[src/rtl/ssi3_pkg.sv]
// Shared constants, types and helpers for the 3D segment intersection core.
`default_nettype none
package ssi3_pkg;

  localparam int COORD_BITS_DEF = 12;
  localparam int FRAC_BITS_DEF  = 16;
  localparam int CROSS_W        = 28;
  localparam int PARAM_W        = 20;
  localparam int LANES          = 5;

  localparam int LANE_T = 0;
  localparam int LANE_S = 1;
  localparam int LANE_X = 2;

  typedef enum logic [1:0] {
    ST_CROSS    = 2'd0,
    ST_OUTSIDE  = 2'd1,
    ST_SKEW     = 2'd2,
    ST_PARALLEL = 2'd3
  } status_t;

  function automatic int quot_bits(input int coord_bits, input int frac_bits);
    int n;
    n = coord_bits + frac_bits + 1;
    return (n > PARAM_W) ? n : PARAM_W;
  endfunction

endpackage
`default_nettype wire

[src/rtl/ssi3_back.sv]
// Output stage: unbias quotients, form crossing point, saturate, mask by status.
`default_nettype none
module ssi3_back #(
  parameter int COORD_BITS = ssi3_pkg::COORD_BITS_DEF,
  parameter int FRAC_BITS  = ssi3_pkg::FRAC_BITS_DEF,
  parameter int QB         = ssi3_pkg::quot_bits(ssi3_pkg::COORD_BITS_DEF,
                                                 ssi3_pkg::FRAC_BITS_DEF)
) (
  input  wire logic                               clk,
  input  wire logic                               rst_n,
  input  wire logic                               adv,
  input  wire logic                               vld_i,
  input  wire logic [QB-1:0]                      q_i[ssi3_pkg::LANES],
  input  wire logic [2+3*COORD_BITS-1:0]          sb_i,
  output logic                                    vld_o,
  output logic [1:0]                              status_o,
  output logic signed [ssi3_pkg::CROSS_W-1:0]     cross_o[3],
  output logic signed [ssi3_pkg::PARAM_W-1:0]     t_o,
  output logic signed [ssi3_pkg::PARAM_W-1:0]     s_o
);
  localparam int C   = COORD_BITS;
  localparam int SBW = 2 + 3 * C;
  localparam int TW  = QB + 1;
  localparam int XW  = ((QB + 2 > ssi3_pkg::CROSS_W) ? QB + 2 : ssi3_pkg::CROSS_W) + 1;
  localparam int PWO = ssi3_pkg::PARAM_W;
  localparam int CWO = ssi3_pkg::CROSS_W;

  localparam logic signed [TW-1:0] BIAS = {2'b01, {(QB-1){1'b0}}};
  localparam logic signed [TW-1:0] TMAX = TW'((64'sd1 <<< (PWO-1)) - 64'sd1);
  localparam logic signed [TW-1:0] TMIN = TW'(-(64'sd1 <<< (PWO-1)));
  localparam logic signed [XW-1:0] XMAX = XW'((64'sd1 <<< (CWO-1)) - 64'sd1);
  localparam logic signed [XW-1:0] XMIN = XW'(-(64'sd1 <<< (CWO-1)));

  ssi3_pkg::status_t       st_w;
  logic signed [TW-1:0]    qs_w[ssi3_pkg::LANES];
  logic signed [C-1:0]     pa_w[3];
  logic signed [XW-1:0]    xs_w[3];
  logic signed [PWO-1:0]   t_sat, s_sat;
  logic signed [CWO-1:0]   x_sat[3];

  logic                    vld_r;
  logic [1:0]              status_r;
  logic signed [CWO-1:0]   cross_r[3];
  logic signed [PWO-1:0]   t_r, s_r;

  function automatic logic signed [PWO-1:0] sat_p(input logic signed [TW-1:0] v);
    if (v > TMAX) begin
      return PWO'(TMAX);
    end else if (v < TMIN) begin
      return PWO'(TMIN);
    end
    return PWO'(v);
  endfunction

  function automatic logic signed [CWO-1:0] sat_x(input logic signed [XW-1:0] v);
    if (v > XMAX) begin
      return CWO'(XMAX);
    end else if (v < XMIN) begin
      return CWO'(XMIN);
    end
    return CWO'(v);
  endfunction

  always_comb begin
    st_w = ssi3_pkg::status_t'(sb_i[SBW-1 -: 2]);
    for (int l = 0; l < ssi3_pkg::LANES; l++) begin
      qs_w[l] = signed'({1'b0, q_i[l]}) - BIAS;
    end
    for (int k = 0; k < 3; k++) begin
      pa_w[k]  = sb_i[k*C +: C];
      xs_w[k]  = (XW'(pa_w[k]) <<< FRAC_BITS) + XW'(qs_w[ssi3_pkg::LANE_X+k]);
      x_sat[k] = sat_x(xs_w[k]);
    end
    t_sat = sat_p(qs_w[ssi3_pkg::LANE_T]);
    s_sat = sat_p(qs_w[ssi3_pkg::LANE_S]);
  end

  always_ff @(posedge clk) begin
    if (!rst_n) begin
      vld_r <= 1'b0;
    end else if (adv) begin
      vld_r <= vld_i;
    end
  end

  always_ff @(posedge clk) begin
    if (adv) begin
      status_r <= st_w;
      if (st_w == ssi3_pkg::ST_PARALLEL) begin
        t_r <= '0;
        s_r <= '0;
      end else begin
        t_r <= t_sat;
        s_r <= s_sat;
      end
      for (int k = 0; k < 3; k++) begin
        cross_r[k] <= (st_w == ssi3_pkg::ST_CROSS) ? x_sat[k] : '0;
      end
    end
  end

  assign vld_o    = vld_r;
  assign status_o = status_r;
  assign cross_o  = cross_r;
  assign t_o      = t_r;
  assign s_o      = s_r;

endmodule
`default_nettype wire

[config.mk]
export PLATFORM = sky130hd
export DESIGN_NAME = ssi3_back
export DESIGN_NICKNAME = d
export VERILOG_FILES = /design/src/rtl/ssi3_pkg.sv /design/src/rtl/ssi3_back.sv
export SDC_FILE = /design/constraint.sdc
export NUM_CORES = 1
export LEC_CHECK = 0
export BUFFER_PORTS_ARGS = -buffer_cell sky130_fd_sc_hd__buf_2
export CORE_ASPECT_RATIO = 0.7
export CORE_UTILIZATION = 30
export CTS_CLUSTER_DIAMETER = 150
export DETAILED_ROUTE_END_ITERATION = 8
export PLACE_DENSITY = 0.59
export SYNTH_ARGS = -nofsm -noshare
export SYNTH_HDL_FRONTEND = slang
export SYNTH_SLANG_ARGS = --single-unit
[constraint.sdc]
create_clock -name clk -period 4.2 [get_ports clk]
set_input_delay 0.21 -clock clk [delete_from_list [all_inputs] [get_ports clk]]
set_output_delay 0.21 -clock clk [all_outputs]
set_load 0.05 [all_outputs]
* After elaboration in Yosys (flattened, before gate mapping)
Cells that the tools add are included.
W data, S select, Z words.
** Storage, ports and cells
- Logic and storage cells :: 52
- Output and inout port bits :: 127
- Bits of input ports :: 187
- Bits in registers :: 127
** Cells by class
- Mux-type cells :: 25
- Reduce and logical (&&, ||, !) cells :: 1
- Add/sub/neg operators :: 8
- Order comparisons :: 10
- Equal/unequal tests :: 1
** Operators with widths (number)
- $mux W28 :: 9
- $sub A29 B29 Y30 const B :: 5
- $mux W20 :: 6
- $add A28 B30 Y31 :: 3
- $gt A31 B28 Y1 const B :: 3
- $lt A31 B28 Y1 const B :: 3
- $gt A30 B20 Y1 const B :: 2
- $lt A30 B20 Y1 const B :: 2
- $mux W1 :: 10
- $eq A2 B2 Y1 const B :: 1
- $logic_not A2 Y1 :: 1

* Logic depth before layout (Yosys ltp)
Gate-level depths: netlist of the first run.
- Depth after elaboration :: 6
- Gate-level depth with buffers :: 12
- Depth with buffers taken out :: 10

* Least setup slack after synthesis of the first run
OpenSTA, ideal clock, no wires.
- Kind :: input to register
- Start :: in q_i[74] (netlist name)
- End :: reg cross_r, in the netlist cross_o[72], data pin
- Cell stages on the path :: 12
- Arrival :: 2.598 ns
- Setup slack :: 1.349 ns
- Buffers on the path :: 2
- Required time :: 3.946 ns
- Setup time :: 0.254 ns
- Path through :: ha_1 -> fa_1 -> a211oi_2 -> o21ai_1 -> a31oi_1 -> o21ai_1 -> a31oi_2 -> o21ai_1 -> o221a_1 -> buf_2 -> buf_4 -> a21o_1
** Between the ends
- Word-level cells in the longest chain between the ends :: 6
- Elaborated cells between the ends (all ways) :: 8
- Classes of those cells :: add/sub (2); order compare (2); mux (4)
** Ends and longest elaborated chain
- start: declaration :: RTL line ssi3_back.sv:13 : input wire logic [QB-1:0] q_i[ssi3_pkg::LANES],
- $sub A29 B29 Y30 (*) :: RTL line ssi3_back.sv:67 : qs_w[l] = signed'({1'b0, q_i[l]}) - BIAS;
- $add A28 B30 Y31 (*) :: RTL line ssi3_back.sv:71 : xs_w[k] = (XW'(pa_w[k]) <<< FRAC_BITS) + XW'(qs_w[ssi3_pkg::LANE_X+k]);
- $lt A31 B28 Y1 :: RTL line ssi3_back.sv:58 : end else if (v < XMIN) begin
- $mux W1 :: RTL line ssi3_back.sv:58
- $mux W1 :: RTL line ssi3_back.sv:56 : if (v > XMAX) begin
- $mux W28 (*) :: RTL line ssi3_back.sv:61 : return CWO'(v);
- end signal: indexed assignment :: RTL line ssi3_back.sv:97 : cross_r[k] <= (st_w == ssi3_pkg::ST_CROSS) ? x_sat[k] : '0;
- end: declaration :: RTL line ssi3_back.sv:43 : logic signed [CWO-1:0] cross_r[3];
Every way passes the cells marked *; elsewhere a longest branch is shown, timed or not.
A chain may end at the register's enable or synchronous reset.

* Worst setup path in the final report of the first run
- Start :: in q_i[74] (netlist name)
- End :: reg cross_r, in the netlist cross_o[71], data pin
Same word-level chain as after synthesis.

==> results of run 1 <==
==> through the flow <==
| stage | utilization, % | instance area (um2) | hold WS [ps] | std cells | total power [uW] |
|---|---|---|---|---|---|
| 2_1_floorplan | - | 6918 | 308.9 | 583 | 2488 |
| 4_1_cts | 41.55 | 9398 | 39.51 | 1225 | 4375 |
| 3_3_place_gp | 38.80 | 8777 | 421.4 | 1192 | 2809 |
| 5_1_grt | 41.56 | 9400 | 48.95 | 1226 | 4515 |
| 3_5_place_dp | 38.80 | 8777 | 432.6 | 1192 | 2816 |
| 6_report | 41.57 | 9403 | 65.27 | 1227 | 4318 |
==> synthesized netlist by cell type, types with 4 or more instances <==
| library cell | instances | area [um2] |
|---|---|---|
| a21oi_1 | 26 | 130.1 |
| buf_6 | 4 | 45.04 |
| a31oi_1 | 4 | 25.02 |
| and3_1 | 4 | 25.02 |
| o21ai_0 | 11 | 55.05 |
| inv_1 | 15 | 56.30 |
| nand2_1 | 16 | 60.06 |
| xor2_1 | 7 | 61.31 |
| o21ai_1 | 14 | 70.07 |
| buf_2 | 4 | 20.02 |
| o21a_1 | 31 | 232.7 |
| edfxtp_1 | 126 | 3784 |
| nor2_1 | 100 | 375.4 |
| nor3_1 | 10 | 50.05 |
| clkbuf_1 | 4 | 15.01 |
| ha_1 | 39 | 488.0 |
| a21o_1 | 60 | 450.4 |
| nand2b_1 | 9 | 56.30 |
| xnor2_1 | 20 | 175.2 |
| nor2b_1 | 6 | 37.54 |
| buf_4 | 8 | 60.06 |
| o21bai_1 | 10 | 75.07 |
==> layer usage <==
layer / wire, um / global-route usage (%) / up-vias
li1: - / - / 2810
met1: 8509 / 20.09 / 2603
met2: 8966 / 25.16 / 188
met3: 1329 / 4.469 / 17
met4: 260 / 5.441 / 2
met5: 8 / 0 / -
==> critical path, stage by stage <==
cell and delay, ps:
buf_2 100, ha_1 250, fa_1 450, a211oi_2 280, o21ai_1 110, a31oi_1 240
o21ai_1 140, a31oi_2 300, nand2b_1 170, o2111a_1 860, a21o_1 150
==> cell type report <==
type                       count  area share, %
tap                          312          4.152
inverter                      15         0.5988
clock inverter                14          1.929
clock buffer                  18          4.564
timing repair buffer         318          17.15
multi-input combinational    421          31.10
antenna                        2        0.05323
sequential                   127          40.45
==> kinds of logic (layout without fill, tap and decap cells) <==
family	after synthesis	after routing	share of synthesized area [%]
AOI/OAI and AO/OA	188	188	19.91
xor gates and xnor gates	27	27	3.418
adders and majority gates	42	42	7.922
buffers and inverters	35	365	2.839
DFF	127	127	54.98
muxes	1	1	0.1447
other	0	2	0
and+or+nand+nor	163	163	10.78
==> registers in the layout, summed over array words and instances (netlist names) <==
name      cells
cross_o      84
s_o          20
status_o      2
t_o          20
vld_o         1
==> placed cells by master, fill, tap and decap left out, drive strengths merged, types with 2 or more instances in the layout <==
cell / count
a211oi: 7
a21oi: 28
a21boi: 2
nand4: 3
clkinv: 3
nand2: 17
o21ai: 26
inv: 20
nand2b: 9
a31oi: 6
ha: 39
o31a: 3
nor2b: 6
and3: 4
xor2: 7
a2111o: 2
o21bai: 10
nand3: 3
o21a: 31
nor3: 13
nor4: 3
o211ai: 3
a21o: 60
clkinvlp: 3
diode: 2
o31ai: 2
nor2: 101
clkbuf: 18
buf: 317
fa: 3
bufinv: 3
xnor2: 20
edfxtp: 126
==> power by group <==
part	total, uW	leakage, uW	switching (uW)	internal (uW)
registers	1580	0.00122	31.5	1550
clock network	1530	0.000290	589	946
logic	1200	0.00287	841	357
==> worst paths after layout <==
| check | depth (start not counted) | end | slack [ps] | startpoint |
|---|---|---|---|---|
| min reg2reg | 2 | vld_o | 520 | vld_o |
| max reg2reg | 2 | vld_o | 3600 | vld_o |
| max | 11 | cross_o[71] | 1210 | q_i[74] |
| min | 3 | vld_o | 70 | vld_i |
==> metrics, run 1 <==
status complete, no violations; WS Path Type in2reg; grt ovf 0; Avg Inst Size Synth 11.87 um2; Root Buffer Master clkbuf_16; TritonCTS sink count 127; Cells after Synth 583; DIE AREA 23680 um2; Max FO, Critical Path 26; number of global-route vias before repair 5298; post-cts sizing count 0; number of fill cells 2246; Post-CTS Hold Buffers 1; Post-synth top flop edfxtp_1; initial antenna violation count 3; Storage cell area 3804 um2; Die H 129.1 um; I/O pin total 314; EDFF count, synth 126; area grow syn2layout 35.92%; Hold Vio Cnt, Final 0; Die Width 183.5 um; DR vias 5620; DP HPWL 14140 um; global-route wire length before repair 28260 um; Multi-input gate area 2924 um2; Pre-antenna DRT Iters 4; MaxCap Viol Count 0; power density over the cells 459.2 nW/um2; fin crit share 71.19%; WP data required 4470 ps; largest net degree at the start of global routing 104; synth unique cells 57; Port Buf Inserts 313; Worst-Skew Late Latency 410 ps; fmax 334.5 MHz; Reg clk slew, reported paths 60 ps; Seq/Total Area, Yosys 54.98%; Vias/cell 4.580; htree depth 4; clk_skew 0 ps; CP Capture Type flip-flop; Core Rows 46; FF+latch count, synth 127; worst path arrival time 3260 ps; Post-CTS Setup Inserts 0; clock period minus worst slack 2990 ps; Avg WL per Cell 15.55 um; Detailed Route Iter0 Violations 230; Syn Nets 812; drt drc 0; Min-Delay Path Class in2reg; Lkg Pwr 0.004380 uW; global placement routability congestion 0.7989; share of cells above drive strength 1 40.31%; layout net count 1129; RSZ-0062 raised after global routing no; Num CTS Buffers 17; clk buf depth 2; PnR worst setup slack 1210 ps; Yosys warning count 0; starting density of the core 30.58%; post-route setup TNS 0 ps; Slew Limit Headroom 15.08%; CORE AREA 22620 um2; Antenna Nets Post-Route 0; pre-CTS WS 765.7 ps; transition time of the tightest slew-check pin 1265 ps; Slew Limit Fails 0; Final setup viols 0; startpoint class of the critical path input port; CTS tree done; All-Layer GR Usage 15.60%; fraction of registers with async set or reset after synthesis 0%; final wirelength 19070 um; VDD IR max 0.0002530 V; Syn Std Cell Area 6918 um2
(Power assumes the default switching activity.)
==> inputs of run 2 (changes only) <==
- clock period: 4.2 -> 3 ns (I/O delays scaled with it)
==> run 2 against run 1 <==
Core utilization grew 1.7 points. Cell count increased by 3.3%. Routed wire length shrank 1.2%. Sequential cell count unchanged. Design area rose by 4.2%. Via count up 1.9%. Non-clock buffer count is 40 higher. First-iteration DRC count is 19% higher. Register-to-register slack got worse by 1700 ps. Critical path depth shrank 1. Global-route usage down 0.22 points.
==> metrics, run 2 (synthesized netlist as in run 1, its figures left out) <==
Slew Limit Headroom 28.78%; Layout Utilization 43.31%; number of global-route vias before repair 5343; fin crit share 85.60%; hold path start q_i[62]; Max FO, Critical Path 27; PnR worst setup slack 432.1 ps; final wirelength 18850 um; most common cell after layout, fill and taps aside buf_2; power consumption 5944 uW; VDD IR max 0.0003115 V; post-cts sizing count 0; Post-CTS Hold Buffers 27; WP data required 3270 ps; transition time of the tightest slew-check pin 1065 ps; Post-CTS Setup Inserts 0; CORE AREA 22620 um2; global-route wire length before repair 28080 um; post-placement cell count 1206; Hold Vio Cnt, Final 0; Slew Limit Fails 0; Final setup viols 0; Multi-input gate area 2924 um2; I/O pin total 314; CTS tree done; share of cells above drive strength 1 39.98%; clock period minus worst slack 2568 ps; final cell count without fillers 1267; DIE AREA 23680 um2; RSZ-0062 raised after global routing no; Avg WL per Cell 14.88 um; Port Buf Inserts 313; Min-Delay Path Class in2reg; area grow syn2layout 41.60%; clk_skew 0 ps; fmax 389.4 MHz; DR vias 5726; largest net degree at the start of global routing 54; grt ovf 0; pre-CTS WS -18.38 ps; worst reg2reg endpoint vld_o; Reg clk slew, reported paths 60 ps; Antenna Nets Post-Route 0; WS Path Type in2reg; Storage cell area 3804 um2; worst reg-to-reg setup slack 1860 ps; MaxCap Viol Count 0; hold depth 2; clk buf depth 2; Worst-Skew Late Latency 410 ps; CP Capture Type flip-flop; Lkg Pwr 0.004548 uW; starting density of the core 30.58%; layout net count 1169; Critical R2R Launch vld_o; R2R depth 3; TritonCTS sink count 127; status complete, no violations; Vias/cell 4.519; Num CTS Buffers 17; DP HPWL 14010 um; Die Width 183.5 um; global placement routability congestion 0.8105; initial antenna violation count 2; post-route setup TNS 0 ps; Hold Path Sink cross_o[60]; drt drc 0; power density over the cells 606.8 nW/um2; Die H 129.1 um; Core Rows 46; Detailed Route Iter0 Violations 274; Pre-antenna DRT Iters 4; All-Layer GR Usage 15.38%; htree depth 4; startpoint class of the critical path input port; Largest register FFs 84; commonest cells after routing, fill and taps aside buf_2 (312), edfxtp_1 (126), nor2_1 (100); Root Buffer Master clkbuf_16; number of fill cells 2198; worst path arrival time 2840 ps
run 2: cell count changes in the layout (fill, tap and decap cells not counted), sizes merged:
cell | before | now
clkinvlp | 3 | 6
buf | 317 | 331
inv | 20 | 21
clkinv | 3 | 1
dlygate4sd3 | 1 | 27
bufinv | 3 | 1
run 2: power breakdown:
part / internal [uW] / switching [uW]
Sequential: 2170 / 46.4
Clock: 1150 / 827
Combinational: 559 / 1180
run 2: final cells by class:
class / instances / area share [%]
well taps: 312 / 3.985
diodes: 2 / 0.05109
clock buffers: 18 / 4.381
clock inverters: 14 / 1.367
inverters: 15 / 0.5748
multi-input cells: 421 / 29.85
flip-flops and latches: 127 / 38.83
repair buffers: 358 / 20.96
run 2: worst max path at each step:
| stage | from | endpoint | slack [ps] | cells past startpoint |
|---|---|---|---|---|
| final | q_i[17] | cross_o[8] | 430 | 10 |
| after global routing | q_i[17] | cross_o[8] | 210 | 10 |
| after CTS | q_i[17] | cross_o[8] | 410 | 10 |
| after detailed placement | q_i[17] | cross_o[8] | -20 | 10 |
| after global placement | q_i[74] | cross_o[67] | 30 | 12 |
| after floorplan | q_i[74] | cross_o[72] | 210 | 12 |
run 2: critical path, cell delays in order:
cell and delay, ps:
buf_2 120, ha_1 280, a21oi_1 270, o211ai_2 160
a21oi_4 190, a21oi_2 100, o311ai_4 310, nand2_2 110
a211oi_4 900, o21a_1 250
run 2: through the flow:
stage	area (um2)	hold slack [ps]
2_1_floorplan	6918	248.9
3_3_place_gp	8957	360.2
3_5_place_dp	8957	367.4
4_1_cts	9791	0.1488
5_1_grt	9793	1.781
6_report	9796	18.99
run 2: layer usage:
layer  part of all wire (%)  global-route usage, %  vias to the layer above
met2                     47                  25.42                      181
met1                     45                  19.75                     2640
met3                    6.8                  4.750                        9
met4                   0.83                  3.578                        0
li1                       -                      -                     2896
met5                      0                      0                        -
==> inputs of run 3 (changes only) <==
- HOLD_SLACK_MARGIN: default -> 0.03
==> run 3 against run 2 <==
Sequential power about the same. Largest cell class unchanged. Global-route usage increased by 0.53 points. Combinational power increased by 3%.
==> metrics, run 3 (synthesized netlist as in run 1, its figures left out) <==
area grow syn2layout 49.09%; Multi-input gate area 2924 um2; starting density of the core 30.58%; Avg WL per Cell 14.78 um; Min-Delay Path Class in2reg; fmax 391.4 MHz; Storage cell area 3804 um2; global-route wire length before repair 29130 um; htree depth 4; Vias/cell 4.506; PnR worst setup slack 445.2 ps; global placement routability congestion 0.8105; transition time of the tightest slew-check pin 1060 ps; Slew Limit Fails 0; clock period minus worst slack 2555 ps; MaxCap Viol Count 0; post-route cell area 10310 um2; Layout Utilization 45.60%; CTS tree done; VDD IR max 0.0003117 V; Antenna Nets Post-Route 0; Die H 129.1 um; Die Width 183.5 um; WP data required 3270 ps; TritonCTS sink count 127; share of cells above drive strength 1 37.91%; Cell Area, Placed 8957 um2; Port Buf Inserts 313; post-placement cell count 1206; All-Layer GR Usage 15.91%; status complete, no violations; worst path arrival time 2830 ps; Detailed Route Iter0 Violations 258; Largest register FFs 84; Hold Vio Cnt, Final 0; final cell count without fillers 1318; commonest cells after routing, fill and taps aside buf_2 (312), edfxtp_1 (126), nor2_1 (100); Reg clk slew, reported paths 60 ps; final wirelength 19490 um; WS Path Type in2reg; CORE AREA 22620 um2; clk_skew 0 ps; Slew Limit Headroom 29.10%; pre-CTS WS -18.38 ps; DP HPWL 14010 um; fin crit share 85.16%; Max FO, Critical Path 27; final hold slack 51.28 ps; CP Capture Type flip-flop; Num CTS Buffers 17; DIE AREA 23680 um2; RSZ-0062 raised after global routing no; Core Rows 46; startpoint class of the critical path input port; DR vias 5939; initial antenna violation count 1; drt drc 0; Lkg Pwr 0.004765 uW; largest net degree at the start of global routing 54; CP max stage cell a211oi_4; clk buf depth 2; number of fill cells 2135; power density over the cells 582.1 nW/um2; CP Cell Sequence buf_2 -> ha_1 -> a21oi_1 -> o211ai_2 -> a21oi_4 -> a21oi_2 -> o311ai_4 -> nand2_2 -> a211oi_4 -> o21a_1; Worst-Skew Late Latency 410 ps; grt ovf 0; CP max stage delay 890 ps; most common cell after layout, fill and taps aside buf_2; number of global-route vias before repair 5671; layout net count 1221; I/O pin total 314; worst reg-to-reg setup slack 1860 ps; Final setup viols 0; Pre-antenna DRT Iters 4; Root Buffer Master clkbuf_16
run 3: report_power, final:
group / switching (uW) / internal [uW]
combinational: 1200 / 604
clock: 829 / 1150
sequential: 46.4 / 2170
total: 2070 / 3930
run 3: repair_timing:
action | in CTS | in global routing
resized for setup | 0 | 0
hold buffers | 79 | 0
hold endpoints to repair | 78 | 0
setup buffers | 0 | 0
run 3: worst paths after layout:
path            from          to  cells after the start
max          q_i[17]  cross_o[8]                     10
min          q_i[96]      s_o[9]                      3
max reg2reg    vld_o       vld_o                      3
min reg2reg    vld_o       vld_o                      3
run 3: critical path, delay by kind of cell:
| family | cells | cell delay (ps) |
|---|---|---|
| AOI/OAI and AO/OA | 7 | 2160 |
| adders and majority gates | 1 | 280 |
| buffers and inverters | 1 | 120 |
| and+or+nand+nor | 1 | 110 |
run 3: metal layers:
metal	track usage, %	vias up	share of wire (%)
met5	0	-	0
met4	3.873	0	1.0
met3	4.694	11	6.1
met2	26.76	185	47
met1	20.14	2747	45
li1	-	2996	-
run 3: cell type report:
class | instances | share of cell area (%)
flip-flops and latches | 127 | 36.88
multi-input cells | 421 | 28.35
inverters | 15 | 0.5459
well taps | 312 | 3.785
repair buffers | 410 | 24.95
clock buffers | 18 | 4.161
diodes | 1 | 0.02426
clock inverters | 14 | 1.298
run 3: per-stage QoR:
step,setup TNS [ps],power (uW)
6_report,0,6004
2_1_floorplan,0,3484
3_3_place_gp,0,3974
3_5_place_dp,-90.39,3980
4_1_cts,0,6079
5_1_grt,0,6275
